<file path="src/rtl/eofhp_pkg.sv">
// shared types, codes and helper functions for the container header parser
package eofhp_pkg;

    // fixed field widths
    localparam int unsigned BYTE_W   = 8;
    localparam int unsigned KIND_W   = 3;
    localparam int unsigned INDEX_W  = 10;
    localparam int unsigned SIZE_W   = 32;
    localparam int unsigned STATUS_W = 4;
    localparam int unsigned PADDR_W  = 3;
    localparam int unsigned PDATA_W  = 32;
    localparam int unsigned MAXC_W   = 11;
    localparam int unsigned MAXS_W   = 9;
    localparam int unsigned REM_W    = 11;
    localparam int unsigned DATA_W   = 16;
    localparam int unsigned BODY_W   = 48;

    // result queue geometry
    localparam int unsigned FIFO_DEPTH = 4;
    localparam int unsigned FIFO_PTR_W = $clog2(FIFO_DEPTH);
    localparam int unsigned FIFO_CNT_W = FIFO_PTR_W + 1;

    // section count limits
    localparam logic [MAXC_W-1:0] CAP_CODE = MAXC_W'(1024);
    localparam logic [MAXS_W-1:0] CAP_CONT = MAXS_W'(256);

    // configuration register indexes (address bit 2)
    localparam logic REG_MAX_CODE = 1'b0;
    localparam logic REG_MAX_CONT = 1'b1;

    // section id bytes
    localparam logic [BYTE_W-1:0] ID_TERM = 8'h00;
    localparam logic [BYTE_W-1:0] ID_TYPE = 8'h01;
    localparam logic [BYTE_W-1:0] ID_CODE = 8'h02;
    localparam logic [BYTE_W-1:0] ID_CONT = 8'h03;
    localparam logic [BYTE_W-1:0] ID_DATA = 8'hff;

    // record kinds
    localparam logic [KIND_W-1:0] KIND_TYPE   = 3'd0;
    localparam logic [KIND_W-1:0] KIND_CODE   = 3'd1;
    localparam logic [KIND_W-1:0] KIND_CONT   = 3'd2;
    localparam logic [KIND_W-1:0] KIND_DATA   = 3'd3;
    localparam logic [KIND_W-1:0] KIND_STATUS = 3'd4;

    // status codes
    localparam logic [STATUS_W-1:0] ST_OK           = 4'd0;
    localparam logic [STATUS_W-1:0] ST_NO_TERM      = 4'd1;
    localparam logic [STATUS_W-1:0] ST_NO_TYPE      = 4'd2;
    localparam logic [STATUS_W-1:0] ST_NO_CODE      = 4'd3;
    localparam logic [STATUS_W-1:0] ST_NO_DATA      = 4'd4;
    localparam logic [STATUS_W-1:0] ST_INCOMP_NUM   = 4'd5;
    localparam logic [STATUS_W-1:0] ST_ZERO_SIZE    = 4'd6;
    localparam logic [STATUS_W-1:0] ST_MANY_CODE    = 4'd7;
    localparam logic [STATUS_W-1:0] ST_MANY_CONT    = 4'd8;
    localparam logic [STATUS_W-1:0] ST_INCOMP_SIZE  = 4'd9;
    localparam logic [STATUS_W-1:0] ST_NOT_TERM     = 4'd10;
    localparam logic [STATUS_W-1:0] ST_BAD_BODY     = 4'd11;

    // parse phase
    typedef enum logic [1:0] {
        PH_ID    = 2'd0,
        PH_COUNT = 2'd1,
        PH_SIZE  = 2'd2,
        PH_BODY  = 2'd3
    } t_phase;

    // section codes
    typedef enum logic [2:0] {
        SEC_TERM = 3'd0,
        SEC_TYPE = 3'd1,
        SEC_CODE = 3'd2,
        SEC_CONT = 3'd3,
        SEC_DATA = 3'd4,
        SEC_BAD  = 3'd7
    } t_sec;

    // one result record
    typedef struct packed {
        logic [KIND_W-1:0]   kind;
        logic [INDEX_W-1:0]  index;
        logic [SIZE_W-1:0]   size;
        logic [STATUS_W-1:0] status;
        logic                last;
    } t_rec;

    // map a section id byte to its section code
    function automatic t_sec id_code(input logic [BYTE_W-1:0] b);
        t_sec sec;
        unique case (b)
            ID_TERM: sec = SEC_TERM;
            ID_TYPE: sec = SEC_TYPE;
            ID_CODE: sec = SEC_CODE;
            ID_CONT: sec = SEC_CONT;
            ID_DATA: sec = SEC_DATA;
            default: sec = SEC_BAD;
        endcase
        return sec;
    endfunction

    // status for a section that was expected but did not arrive
    function automatic logic [STATUS_W-1:0] missing_status(input t_sec sec);
        logic [STATUS_W-1:0] st;
        unique case (sec)
            SEC_TERM: st = ST_NO_TERM;
            SEC_TYPE: st = ST_NO_TYPE;
            SEC_CODE: st = ST_NO_CODE;
            default:  st = ST_NO_DATA;
        endcase
        return st;
    endfunction

endpackage

</file>
<file path="src/rtl/eof_section_header_parser.sv">
// container section header parser: byte stream in, size and status records out
//
// Input channel: one container byte a transfer (i_byte_value, i_last_byte),
// taken when i_in_valid is high and o_in_stall is low. The first byte is the
// one after the magic and version bytes; i_last_byte marks the container end.
// Output channel: records (kind, section index, size, status, last flag),
// taken when o_out_valid is high and i_out_stall is low. Each accepted size
// gives one record; the last byte of a container gives one status record
// with o_last_record set, so a byte causes zero, one or two records.
// A taken byte is held in the input register; its records enter the queue.
// Throughput: one byte per cycle. The byte register hands to a four-entry
// record queue; a byte is processed only while the queue has room for two
// records, so with the receiver taking a record every cycle the input never
// stalls, apart from the one extra record a container end can add.
// While the receiver stalls, the queue fills and then o_in_stall rises.
// Reset clears the parse state, empties the queue and sets the limits to 1024
// code and 256 container sections. Limits are written over the APB port at
// 0x0 (code) and 0x4 (container), by the user only while idle (not enforced).
module eof_section_header_parser (
    input  logic                               i_clk,
    input  logic                               i_rst_n,
    // input byte channel
    input  logic                               i_in_valid,
    output logic                               o_in_stall,
    input  logic [eofhp_pkg::BYTE_W-1:0]       i_byte_value,
    input  logic                               i_last_byte,
    // record channel
    output logic                               o_out_valid,
    input  logic                               i_out_stall,
    output logic [eofhp_pkg::KIND_W-1:0]       o_record_kind,
    output logic [eofhp_pkg::INDEX_W-1:0]      o_section_index,
    output logic [eofhp_pkg::SIZE_W-1:0]       o_sec_length,
    output logic [eofhp_pkg::STATUS_W-1:0]     o_status,
    output logic                               o_last_record,
    // configuration port
    input  logic                               i_psel,
    input  logic                               i_penable,
    input  logic                               i_pwrite,
    input  logic [eofhp_pkg::PADDR_W-1:0]      i_paddr,
    input  logic [eofhp_pkg::PDATA_W-1:0]      i_pwdata,
    output logic [eofhp_pkg::PDATA_W-1:0]      o_prdata,
    output logic                               o_pready
);
    import eofhp_pkg::*;

    // configuration registers
    logic [MAXC_W-1:0] r_max_code;
    logic [MAXS_W-1:0] r_max_cont;
    logic              w_cfg_wr;

    // input register
    logic              r_in_valid;
    logic [BYTE_W-1:0] r_byte;
    logic              r_last;
    logic              w_in_acc;
    logic              w_adv;

    // parse state
    t_phase             r_phase, step_phase, n_phase;
    t_sec               r_expected, step_expected, n_expected;
    t_sec               r_current, step_current, n_current;
    logic [1:0]         r_fcnt, step_fcnt, n_fcnt;
    logic [SIZE_W-1:0]  r_acc, step_acc, n_acc;
    logic [REM_W-1:0]   r_remaining, step_remaining, n_remaining;
    logic [INDEX_W-1:0] r_index, step_index, n_index;
    logic [DATA_W-1:0]  r_data_size, step_data_size, n_data_size;
    logic [BODY_W-1:0]  r_sum, step_sum, n_sum;
    logic [BODY_W-1:0]  r_body, step_body, n_body;
    logic               r_err, step_err, n_err;

    // decoded byte conditions
    t_sec               w_id_sec;
    t_sec               w_exp;
    logic               w_id_match;
    logic [15:0]        w_cnt_acc;
    logic               w_cnt_done;
    logic               w_is_code;
    logic [MAXC_W-1:0]  w_lim;
    logic               w_cnt_zero;
    logic               w_cnt_over;
    logic [SIZE_W-1:0]  w_sz_acc;
    logic [2:0]         w_sz_cnt;
    logic [2:0]         w_sz_width;
    logic               w_sz_done;
    logic               w_sz_zero_bad;
    logic [REM_W-1:0]   w_rem_dec;
    logic [BODY_W-1:0]  w_body_inc;
    logic [BODY_W:0]    w_body_hi;

    // records produced this cycle
    logic               w_push_size;
    logic               w_push_stat;
    t_rec               w_size_rec;
    t_rec               w_stat_rec;
    logic               w_push0;
    logic               w_push1;
    t_rec               w_rec0;

    // record queue
    t_rec                  r_fifo [FIFO_DEPTH];
    logic [FIFO_PTR_W-1:0] r_wr_ptr;
    logic [FIFO_PTR_W-1:0] r_rd_ptr;
    logic [FIFO_CNT_W-1:0] r_count;
    logic                  w_pop;
    logic [FIFO_PTR_W-1:0] w_wr_ptr1;
    t_rec                  w_head;

    // apb register access
    assign o_pready = 1'b1;
    assign w_cfg_wr = i_psel && i_penable && i_pwrite;

    always_ff @(posedge i_clk) begin
        if (!i_rst_n) begin
            r_max_code <= CAP_CODE;
            r_max_cont <= CAP_CONT;
        end else if (w_cfg_wr) begin
            unique case (i_paddr[2])
                REG_MAX_CODE: r_max_code <= i_pwdata[MAXC_W-1:0];
                REG_MAX_CONT: r_max_cont <= i_pwdata[MAXS_W-1:0];
                default: ;
            endcase
        end
    end

    always_comb begin
        unique case (i_paddr[2])
            REG_MAX_CODE: o_prdata = PDATA_W'(r_max_code);
            REG_MAX_CONT: o_prdata = PDATA_W'(r_max_cont);
            default:      o_prdata = '0;
        endcase
    end

    // input register, advances when the queue has room for two records
    assign w_adv      = r_in_valid && (r_count <= FIFO_CNT_W'(FIFO_DEPTH - 2));
    assign o_in_stall = r_in_valid && !w_adv;
    assign w_in_acc   = i_in_valid && !o_in_stall;

    always_ff @(posedge i_clk) begin
        if (!i_rst_n) begin
            r_in_valid <= 1'b0;
        end else if (w_in_acc) begin
            r_in_valid <= 1'b1;
        end else if (w_adv) begin
            r_in_valid <= 1'b0;
        end
    end

    always_ff @(posedge i_clk) begin
        if (w_in_acc) begin
            r_byte <= i_byte_value;
            r_last <= i_last_byte;
        end
    end

    // section id decode, a skipped container section falls through to data
    assign w_id_sec   = id_code(r_byte);
    assign w_exp      = (w_id_sec != r_expected && r_expected == SEC_CONT) ? SEC_DATA
                                                                           : r_expected;
    assign w_id_match = (w_id_sec == w_exp);

    // section count field
    assign w_cnt_acc  = {r_acc[7:0], r_byte};
    assign w_cnt_done = (r_fcnt == 2'd1);
    assign w_is_code  = (r_current == SEC_CODE);
    always_comb begin
        if (w_is_code) begin
            w_lim = (r_max_code > CAP_CODE) ? CAP_CODE : r_max_code;
        end else begin
            w_lim = MAXC_W'((r_max_cont > CAP_CONT) ? CAP_CONT : r_max_cont);
        end
    end
    assign w_cnt_zero = (w_cnt_acc == '0);
    assign w_cnt_over = (w_cnt_acc > 16'(w_lim));

    // size field, four bytes for container sections and two otherwise
    assign w_sz_acc      = {r_acc[SIZE_W-9:0], r_byte};
    assign w_sz_cnt      = {1'b0, r_fcnt} + 3'd1;
    assign w_sz_width    = (r_current == SEC_CONT) ? 3'd4 : 3'd2;
    assign w_sz_done     = (w_sz_cnt >= w_sz_width);
    assign w_sz_zero_bad = (w_sz_acc == '0) && (r_current != SEC_DATA);
    assign w_rem_dec     = r_remaining - REM_W'(1);

    // saturating body byte counter
    assign w_body_inc = (r_body == '1) ? r_body : r_body + BODY_W'(1);

    // parse state after this byte
    always_comb begin
        step_phase     = r_phase;
        step_expected  = r_expected;
        step_current   = r_current;
        step_fcnt      = r_fcnt;
        step_acc       = r_acc;
        step_remaining = r_remaining;
        step_index     = r_index;
        step_data_size = r_data_size;
        step_sum       = r_sum;
        step_body      = r_body;
        step_err       = r_err;
        if (!r_err) begin
            unique case (r_phase)
                PH_ID: begin
                    step_expected = w_exp;
                    if (!w_id_match) begin
                        step_err = 1'b1;
                        step_acc = SIZE_W'(missing_status(w_exp));
                    end else begin
                        step_current = w_id_sec;
                        step_fcnt    = 2'd0;
                        step_acc     = '0;
                        step_index   = '0;
                        unique case (w_id_sec)
                            SEC_TERM: step_phase = PH_BODY;
                            SEC_TYPE: begin
                                step_expected  = SEC_CODE;
                                step_remaining = REM_W'(1);
                                step_phase     = PH_SIZE;
                            end
                            SEC_DATA: begin
                                step_expected  = SEC_TERM;
                                step_remaining = REM_W'(1);
                                step_phase     = PH_SIZE;
                            end
                            SEC_CODE: begin
                                step_expected = SEC_CONT;
                                step_phase    = PH_COUNT;
                            end
                            default: begin
                                step_expected = SEC_DATA;
                                step_phase    = PH_COUNT;
                            end
                        endcase
                    end
                end
                PH_COUNT: begin
                    step_acc  = SIZE_W'(w_cnt_acc);
                    step_fcnt = r_fcnt + 2'd1;
                    if (w_cnt_done) begin
                        if (w_cnt_zero) begin
                            step_err = 1'b1;
                            step_acc = SIZE_W'(ST_ZERO_SIZE);
                        end else if (w_cnt_over) begin
                            step_err = 1'b1;
                            step_acc = SIZE_W'(w_is_code ? ST_MANY_CODE : ST_MANY_CONT);
                        end else begin
                            step_remaining = w_cnt_acc[REM_W-1:0];
                            step_index     = '0;
                            step_fcnt      = 2'd0;
                            step_acc       = '0;
                            step_phase     = PH_SIZE;
                        end
                    end
                end
                PH_SIZE: begin
                    step_acc  = w_sz_acc;
                    step_fcnt = w_sz_cnt[1:0];
                    if (w_sz_done) begin
                        if (w_sz_zero_bad) begin
                            step_err = 1'b1;
                            step_acc = SIZE_W'(ST_ZERO_SIZE);
                        end else begin
                            if (r_current == SEC_DATA) begin
                                step_data_size = w_sz_acc[DATA_W-1:0];
                            end else begin
                                step_sum = r_sum + BODY_W'(w_sz_acc);
                            end
                            step_remaining = w_rem_dec;
                            step_index     = r_index + INDEX_W'(1);
                            step_fcnt      = 2'd0;
                            step_acc       = '0;
                            if (w_rem_dec == '0) begin
                                step_index = '0;
                                step_phase = PH_ID;
                            end
                        end
                    end
                end
                default: begin
                    step_body = w_body_inc;
                end
            endcase
        end
    end

    // next state: a container end starts the parse afresh
    always_comb begin
        n_phase     = r_phase;
        n_expected  = r_expected;
        n_current   = r_current;
        n_fcnt      = r_fcnt;
        n_acc       = r_acc;
        n_remaining = r_remaining;
        n_index     = r_index;
        n_data_size = r_data_size;
        n_sum       = r_sum;
        n_body      = r_body;
        n_err       = r_err;
        if (w_adv) begin
            if (r_last) begin
                n_phase     = PH_ID;
                n_expected  = SEC_TYPE;
                n_current   = SEC_TERM;
                n_fcnt      = 2'd0;
                n_acc       = '0;
                n_remaining = '0;
                n_index     = '0;
                n_data_size = '0;
                n_sum       = '0;
                n_body      = '0;
                n_err       = 1'b0;
            end else begin
                n_phase     = step_phase;
                n_expected  = step_expected;
                n_current   = step_current;
                n_fcnt      = step_fcnt;
                n_acc       = step_acc;
                n_remaining = step_remaining;
                n_index     = step_index;
                n_data_size = step_data_size;
                n_sum       = step_sum;
                n_body      = step_body;
                n_err       = step_err;
            end
        end
    end

    always_ff @(posedge i_clk) begin
        if (!i_rst_n) begin
            r_phase     <= PH_ID;
            r_expected  <= SEC_TYPE;
            r_current   <= SEC_TERM;
            r_fcnt      <= 2'd0;
            r_acc       <= '0;
            r_remaining <= '0;
            r_index     <= '0;
            r_data_size <= '0;
            r_sum       <= '0;
            r_body      <= '0;
            r_err       <= 1'b0;
        end else begin
            r_phase     <= n_phase;
            r_expected  <= n_expected;
            r_current   <= n_current;
            r_fcnt      <= n_fcnt;
            r_acc       <= n_acc;
            r_remaining <= n_remaining;
            r_index     <= n_index;
            r_data_size <= n_data_size;
            r_sum       <= n_sum;
            r_body      <= n_body;
            r_err       <= n_err;
        end
    end

    // size record for a completed size, nonzero apart from the data section
    assign w_push_size = w_adv && !r_err && (r_phase == PH_SIZE) && w_sz_done
                         && !w_sz_zero_bad;
    always_comb begin
        w_size_rec        = '0;
        w_size_rec.size   = w_sz_acc;
        unique case (r_current)
            SEC_TYPE: w_size_rec.kind = KIND_TYPE;
            SEC_CODE: begin
                w_size_rec.kind  = KIND_CODE;
                w_size_rec.index = r_index;
            end
            SEC_CONT: begin
                w_size_rec.kind  = KIND_CONT;
                w_size_rec.index = r_index;
            end
            default:  w_size_rec.kind = KIND_DATA;
        endcase
    end

    // status record at the container end
    assign w_push_stat = w_adv && r_last;
    assign w_body_hi   = {1'b0, step_sum} + (BODY_W + 1)'(step_data_size);
    always_comb begin
        w_stat_rec      = '0;
        w_stat_rec.kind = KIND_STATUS;
        w_stat_rec.last = 1'b1;
        if (step_err) begin
            w_stat_rec.status = step_acc[STATUS_W-1:0];
        end else begin
            unique case (step_phase)
                PH_ID:    w_stat_rec.status = ST_NOT_TERM;
                PH_COUNT: w_stat_rec.status = ST_INCOMP_NUM;
                PH_SIZE:  w_stat_rec.status = (step_fcnt != 2'd0 || step_index != '0)
                                              ? ST_INCOMP_SIZE : ST_NOT_TERM;
                default:  w_stat_rec.status = (step_body < step_sum
                                               || {1'b0, step_body} > w_body_hi)
                                              ? ST_BAD_BODY : ST_OK;
            endcase
        end
    end

    // queue writes: size record first, status after it
    assign w_push0   = w_push_size || w_push_stat;
    assign w_push1   = w_push_size && w_push_stat;
    assign w_rec0    = w_push_size ? w_size_rec : w_stat_rec;
    assign w_wr_ptr1 = r_wr_ptr + FIFO_PTR_W'(1);
    assign w_pop     = o_out_valid && !i_out_stall;

    always_ff @(posedge i_clk) begin
        for (int i = 0; i < FIFO_DEPTH; i++) begin
            if (w_push0 && r_wr_ptr == FIFO_PTR_W'(i)) begin
                r_fifo[i] <= w_rec0;
            end else if (w_push1 && w_wr_ptr1 == FIFO_PTR_W'(i)) begin
                r_fifo[i] <= w_stat_rec;
            end
        end
    end

    // queue pointers and fill count
    always_ff @(posedge i_clk) begin
        if (!i_rst_n) begin
            r_wr_ptr <= '0;
            r_rd_ptr <= '0;
            r_count  <= '0;
        end else begin
            r_wr_ptr <= r_wr_ptr + FIFO_PTR_W'(w_push0) + FIFO_PTR_W'(w_push1);
            r_rd_ptr <= r_rd_ptr + FIFO_PTR_W'(w_pop);
            r_count  <= r_count + FIFO_CNT_W'(w_push0) + FIFO_CNT_W'(w_push1)
                        - FIFO_CNT_W'(w_pop);
        end
    end

    // output from the queue head
    assign w_head          = r_fifo[r_rd_ptr];
    assign o_out_valid     = (r_count != '0);
    assign o_record_kind   = w_head.kind;
    assign o_section_index = w_head.index;
    assign o_sec_length    = w_head.size;
    assign o_status        = w_head.status;
    assign o_last_record   = w_head.last;

    // queue never overfills
    a_fifo_bound: assert property (@(posedge i_clk) disable iff (!i_rst_n)
        r_count <= FIFO_CNT_W'(FIFO_DEPTH))
        else $error("record queue overflow");

    // a container end leaves the parser in its reset state
    a_end_clears: assert property (@(posedge i_clk) disable iff (!i_rst_n)
        w_push_stat |=> (r_phase == PH_ID && !r_err && r_expected == SEC_TYPE
                         && r_body == '0 && r_sum == '0))
        else $error("parse state not cleared after container end");

    // the first error stays until the container ends
    a_err_sticky: assert property (@(posedge i_clk) disable iff (!i_rst_n)
        (r_err && !(w_adv && r_last)) |=> r_err)
        else $error("latched error lost before container end");

    // only the final record of a container carries the last flag
    a_last_kind: assert property (@(posedge i_clk) disable iff (!i_rst_n)
        o_out_valid |-> (o_last_record == (o_record_kind == KIND_STATUS)))
        else $error("last flag does not match record kind");

    // two records in one cycle only at a container end
    a_two_push: assert property (@(posedge i_clk) disable iff (!i_rst_n)
        w_push1 |-> (r_last && r_phase == PH_SIZE))
        else $error("double record outside a container end");

endmodule

</file>
<file path="config.mk">
export PLATFORM = sky130hd
export DESIGN_NAME = eof_section_header_parser
export DESIGN_NICKNAME = d
export VERILOG_FILES = /design/src/rtl/eofhp_pkg.sv /design/src/rtl/eof_section_header_parser.sv
export SDC_FILE = /design/constraint.sdc
export NUM_CORES = 1
export LEC_CHECK = 0
export BUFFER_PORTS_ARGS = -buffer_cell sky130_fd_sc_hd__buf_2
export CAP_MARGIN = 25
export CORE_ASPECT_RATIO = 0.7
export CORE_UTILIZATION = 60
export DETAILED_ROUTE_END_ITERATION = 16
export PLACE_DENSITY_LB_ADDON = 0.12
export SYNTH_ARGS = -nofsm -noshare
export SYNTH_HDL_FRONTEND = slang
export SYNTH_SLANG_ARGS = --single-unit
</file>
<file path="constraint.sdc">
create_clock -name i_clk -period 21.3 [get_ports i_clk]
set_clock_uncertainty 0.2 [all_clocks]
set_input_delay 4.26 -clock i_clk [delete_from_list [all_inputs] [get_ports i_clk]]
set_output_delay 4.26 -clock i_clk [all_outputs]
set_load 0.02 [all_outputs]
</file>
==> qor.yml, run 1 <==
outcome: "complete, no violations"
die_w_um: 253
fillers: 3570
period_share: 0.450
cts_made_buffers: 41
crit_fanout: 55
antenna_cells: 0
cts_hold_buf: 0
mostFrequentLayoutCells: "nand2_1, dfxtp_1, nor2_1, ha_1, a21oi_1"
nets: 3130
critPathTopFamily: "compound AO/OA/AOI/OAI gates"
clk_latency_ns: 0.55
setup.worst_path.class: "reg -> reg"
wl_per_cell_um: 22.0
totalWireLength_um: 77500
htreeDepth: 2
drive_above_1_share: 0.113
syn_area_per_cell_um2: 9.06
pin_count: 136
final_antenna_net_count: 0
first_pass_iters: 6
routed-via-count: 22766
hp-class: "reg -> reg"
multiInputGateArea_mm2: 0.0158
synthCells: 2915
synthMuxAreaShare: 0.0582
clk_pin_slew_ns: 0.06
gr-usage-all-layers: 0.344
synth_top_family_by_area: "simple AND/OR/NAND/NOR gates"
synth_fa_ha_area_frac: 0.0832
clock.fmax_mhz: 104
die-height_um: 178
postLayoutCoreUtil: 0.666
ys_types: 105
cts_setup_buffers: 0
seqCellArea_mm2: 0.00963
antenna_found_initial: 0
synth_xor_area_frac: 0.0454
cp-start-kind: "flip-flop"
clockRootBuffer: "clkbuf_16"
final-hold-violation-count: 0
cp.required_ns: 21.35
cpPeakStageDelay_ns: 0.67
cts_sinks: 401
synth_flop_cell: "dfxtp_1"
grt_pass1_wl_um: 120000
period_minus_slack_ns: 9.59
yosys_warnings: 0
syn_area_mm2: 0.0264
gr-total-overflow: 0
rsz0062_at_grt: "no"
drc: 0
power.leakage_nw: 10.5
maxSlewHeadroom: 0.332
drt-initial-drc-count: 2266
finalNonFillerCells: 3522
synth_edf_count: 160
routed_via_density: 6.46
worst_slew_pin_slew_ns: 0.998
placed_cells_incl_taps: 3445
cpMostUsedCell: "a21o_1"
post_cts_resized: 0
end_kind: "flip-flop"
slowest_stage: "a2111oi_0"
place.gp.congestion: 0.949
layout_commonest_cell: "nand2_1"
io_buffers: 90
grt_pass1_vias: 21253
clk_path_buf_depth: 3
cts_tree: "built"
p_total_w: 0.00193
hpwl_um: 54400
die-area_mm2: 0.0449
fin_tns_setup_ns: 0
synth_seq_cells: 401
setup_viol: 0
ys_seq_area_frac: 0.365
design_area_mm2: 0.0285
slew_violations: 0
row_count: 63
grt_max_degree: 101
layout-area-overhead-vs-synth_pct: 8.04
powerDensity_mw_per_mm2: 67.5
start_util: 0.616
dpl_cell_area_mm2: 0.0272
ir_drop_uv: 66.5
cap_violations: 0
core_area_mm2: 0.0429
crit_arrival_ns: 9.64
synth-compound-area-share: 0.185
path_buf_inv: 2
async_flop_share: 0
yosys.area_share.simple: 0.220
cell usage after synthesis (all sizes together), types with 7 or more instances:
master  count  area [µm²]
a211oi     18         135
a21boi     58         435
a21o       53         398
a21oi     167         840
a22o       30         263
a22oi      79         593
a31oi      25         163
a32oi       8        88.8
and2      113         709
and3       48         305
and4       12         105
buf        48         308
clkbuf    153         576
dfxtp     241        4820
edfxtp    160        4800
ha        166        2080
inv        67         251
mux2       27         304
mux2i      13         130
mux4       49        1100
nand2     278        1050
nand2b     12        75.1
nand3      95         475
nand4      64         407
nor2      185         707
nor2b     116         726
nor3       75         410
nor3b      15         113
nor4       31         215
o211ai     19         158
o21a       14         105
o21ai     165         826
o21bai      8        60.1
o22ai      12        75.1
o31ai       7        66.3
or2         7        43.8
or3        28         175
or4        17         139
xnor2      84         736
xor2       53         464
flip-flops by register name, indices dropped and copies added (netlist names), 3 cells and up:
register     count
r_fifo         196
r_body          48
r_sum           48
r_acc           24
r_data_size     16
r_max_code      11
r_remaining     11
r_index         10
r_max_cont       9
r_byte           8
r_count          3
r_current        3
r_expected       3
routing by layer:
metal  global-route usage  share of wire  up-vias
li1                     -              -    10667
met1                0.501           0.45    10912
met2                0.504           0.42     1049
met3               0.0845           0.10      138
met4               0.0980          0.027        0
met5                    0              0        -
layout make-up:
class	instances	area share
Multi-Input combinational cell	2262	0.554
Timing Repair Buffer	130	0.0270
Tap cell	585	0.0256
Sequential cell	401	0.338
Clock inverter	24	0.00877
Inverter	71	0.00934
Clock buffer	49	0.0374
cells by family after synthesis:
kind of cell | after synthesis
AOI/OAI and AO/OA | 728
xor gates and xnor gates | 137
adders and majority gates | 172
buffers and inverters | 272
DFF | 401
muxes | 89
other | 2
and+or+nand+nor | 1114
path summary, 6_finish.rpt:
kind	startpoint	to	slack [ns]	cells after the start
max reg2reg	r_current[0]	r_fifo[1][1]	11.71	34
min reg2reg	r_fifo[2][47]	r_fifo[2][47]	0.26	2
max	r_current[0]	r_fifo[1][1]	11.71	34
min	r_fifo[2][47]	r_fifo[2][47]	0.26	2
worst reg2reg max path, delay by kind of cell (launching register included):
family                     cells  cell delay (ns)
AOI/OAI and AO/OA             15             3.48
xor gates and xnor gates       1             0.16
adders and majority gates      3             1.20
buffers and inverters          2             0.63
DFF                            1             0.47
and+or+nand+nor               13             3.17
where the power goes:
group          internal (W)  switching (W)  leakage (nW)
Clock              0.000418       0.000315         0.639
Combinational      0.000130       0.000225          6.55
Sequential         0.000816      0.0000226          3.32
Total               0.00136       0.000562          10.5
stage by stage:
step | setup WS (ns) | hold WS [ns]
floorplan | 11.84 | 0.220
global placement | 11.58 | 0.228
detailed placement | 11.38 | 0.244
CTS | 11.30 | 0.262
global route | 11.12 | 0.285
finish | 11.71 | 0.262
Power figures use the tool's default switching activity.
==> run 2, diff against run 1 <==
clock period = 9.4 ns   (was 21.3 ns; I/O delays follow)
==> run 2 against run 1 <==
Clock power grew 140%. First-iteration DRC count grew 19%. Die area is the same. Critical path depth grew 2. Via count grew 1.5%. Power grew 130%. Worst hold slack lost 0.0094 ns. Flip-flop and latch count is the same. Maximum frequency grew 10%. Global-route usage grew 0.45 points. Sequential share of layout area shrank 0.28 points. Largest power group unchanged.
==> qor.yml, run 2 (same netlist as run 1, synthesis figures left out) <==
outcome: "complete, no violations"
seqCellArea_mm2: 0.00963
setup_viol: 0
layout_commonest_cell: "nand2_1"
ir_drop_uv: 233
power.internal_w: 0.00313
drt-initial-drc-count: 2697
rsz0062_at_grt: "no"
cp-start-kind: "flip-flop"
routed_via_density: 6.52
cap_violations: 0
grt_max_degree: 79
grt_pass1_vias: 21342
period_minus_slack_ns: 8.71
final_antenna_net_count: 0
cp.required_ns: 9.47
clockRootBuffer: "clkbuf_16"
clk_latency_ns: 0.56
cts_made_buffers: 43
setup.worst_path.class: "reg -> reg"
r2r_cells: 36
cpPeakStageDelay_ns: 0.58
antenna_found_initial: 2
registers.top_by_ff_count: "r_fifo"
final-hold-violation-count: 0
hpwl_um: 56200
maxSlewHeadroom: 0.345
pin_count: 136
cts_sinks: 401
fillers: 3496
comb_power_share: 0.180
power.leakage_nw: 10.7
crit_fanout: 11
crit_arrival_ns: 8.78
postLayoutCoreUtil: 0.671
slowest_stage: "a2111oi_0"
place.gp.congestion: 1.02
drive_above_1_share: 0.122
gr-total-overflow: 0
hold_start: "r_fifo[2][6]"
clk_path_buf_depth: 3
cts_tree: "built"
wl_per_cell_um: 22.2
htreeDepth: 2
period_share: 0.927
clk_pin_slew_ns: 0.07
core_area_mm2: 0.0429
finalNonFillerCells: 3545
gr-usage-all-layers: 0.349
p_sw_w: 0.00130
die_w_um: 253
placed_cells_incl_taps: 3463
worst_slew_pin_slew_ns: 0.979
reg2reg_slack_ns: 0.69
largest_register_ffs: 196
p_sw_frac: 0.294
p_total_w: 0.00443
mostFrequentLayoutCells: "nand2_1, dfxtp_1, nor2_1, ha_1, a21oi_1"
top_regs: "r_fifo: 196 flops, r_body: 48 flops, r_sum: 48 flops"
p_seq_frac: 0.428
antenna_cells: 0
io_buffers: 90
drc: 0
die-height_um: 178
start_util: 0.616
holdPathEnd: "r_fifo[2][6]"
r2r_end: "r_fifo[0][1]"
totalWireLength_um: 78800
hold_depth: 2
routed-via-count: 23107
layout-area-overhead-vs-synth_pct: 8.93
slew_violations: 0
end_kind: "flip-flop"
first_pass_iters: 6
hp-class: "reg -> reg"
row_count: 63
die-area_mm2: 0.0449
multiInputGateArea_mm2: 0.0158
clock.fmax_mhz: 115
nets: 3149
grt_pass1_wl_um: 122000
fin_tns_setup_ns: 0
r2r_start: "r_current[0]"
clockPowerShare: 0.392
powerDensity_mw_per_mm2: 154
==> run 2: cell types whose count changed in the layout (fill, tap and decap cells not counted), moves of 2 or more <==
| cell | delta |
|---|---|
| clkinv_8 | +2 |
| clkinv_2 | +4 |
| clkbuf_8 | +3 |
| buf_4 | +18 |
| clkbuf_1 | -3 |
| clkinvlp_4 | +2 |
| clkbuf_16 | +2 |
| clkinv_1 | -3 |
==> run 2: final cells by class <==
class | count | area share
Clock buffer | 51 | 0.0398
Clock inverter | 28 | 0.00961
Inverter | 71 | 0.00926
Multi-Input combinational cell | 2262 | 0.550
Sequential cell | 401 | 0.335
Tap cell | 585 | 0.0254
Timing Repair Buffer | 147 | 0.0310
==> run 2: worst max path at each step <==
stage,start,endpoint
finish,r_current[0],r_fifo[0][1]
detailed placement,r_byte[2],r_fifo[0][1]
global placement,r_byte[2],r_fifo[0][1]
CTS,r_byte[2],r_fifo[0][1]
global route,r_byte[5],r_fifo[2][1]
floorplan,r_byte[3],r_fifo[0][1]
==> run 2: power by group through the flow <==
| stage | registers (W) | logic (W) | clock network [W] |
|---|---|---|---|
| after floorplan | 0.00190 | 0.000580 | 0 |
| after global placement | 0.00193 | 0.000781 | 0 |
| after detailed placement | 0.00193 | 0.000791 | 0 |
| after CTS | 0.00190 | 0.000794 | 0.00175 |
| after global routing | 0.00190 | 0.000847 | 0.00182 |
| final | 0.00190 | 0.000797 | 0.00174 |
==> run 2: metal layers <==
metal | track usage | part of all wire | vias up
li1 | - | - | 10706
met1 | 0.528 | 0.45 | 11146
met2 | 0.501 | 0.42 | 1136
met3 | 0.0774 | 0.11 | 117
met4 | 0.0760 | 0.021 | 2
met5 | 0.0121 | 0.0010 | -
==> run 2: through the flow <==
step	cell area [µm²]	setup slack, ns	hold WS (ns)
2_1_floorplan	26500	1.61	0.220
3_3_place_gp	27300	0.794	0.229
3_5_place_dp	27300	0.551	0.242
4_1_cts	28700	0.537	0.255
5_1_grt	28800	0.0119	0.294
6_report	28800	0.689	0.252
==> run 2: worst max-delay path, delay by kind of cell, from the launching register on <==
kind	cells	cell delay [ns]
AO/OA/AOI/OAI	16	3.45
XOR/XNOR	1	0.17
buffers and inverters	4	0.59
adder cells (fa/ha/maj)	3	1.22
flip-flops	1	0.45
AND/OR/NAND/NOR	12	2.30
==> run 2: repair_timing <==
item,in CTS,in global routing
buffers inserted,0,2
endpoints found under the hold margin,0,0
hold buffers,0,0
resized for setup,0,1
endpoints found under the setup margin,0,12
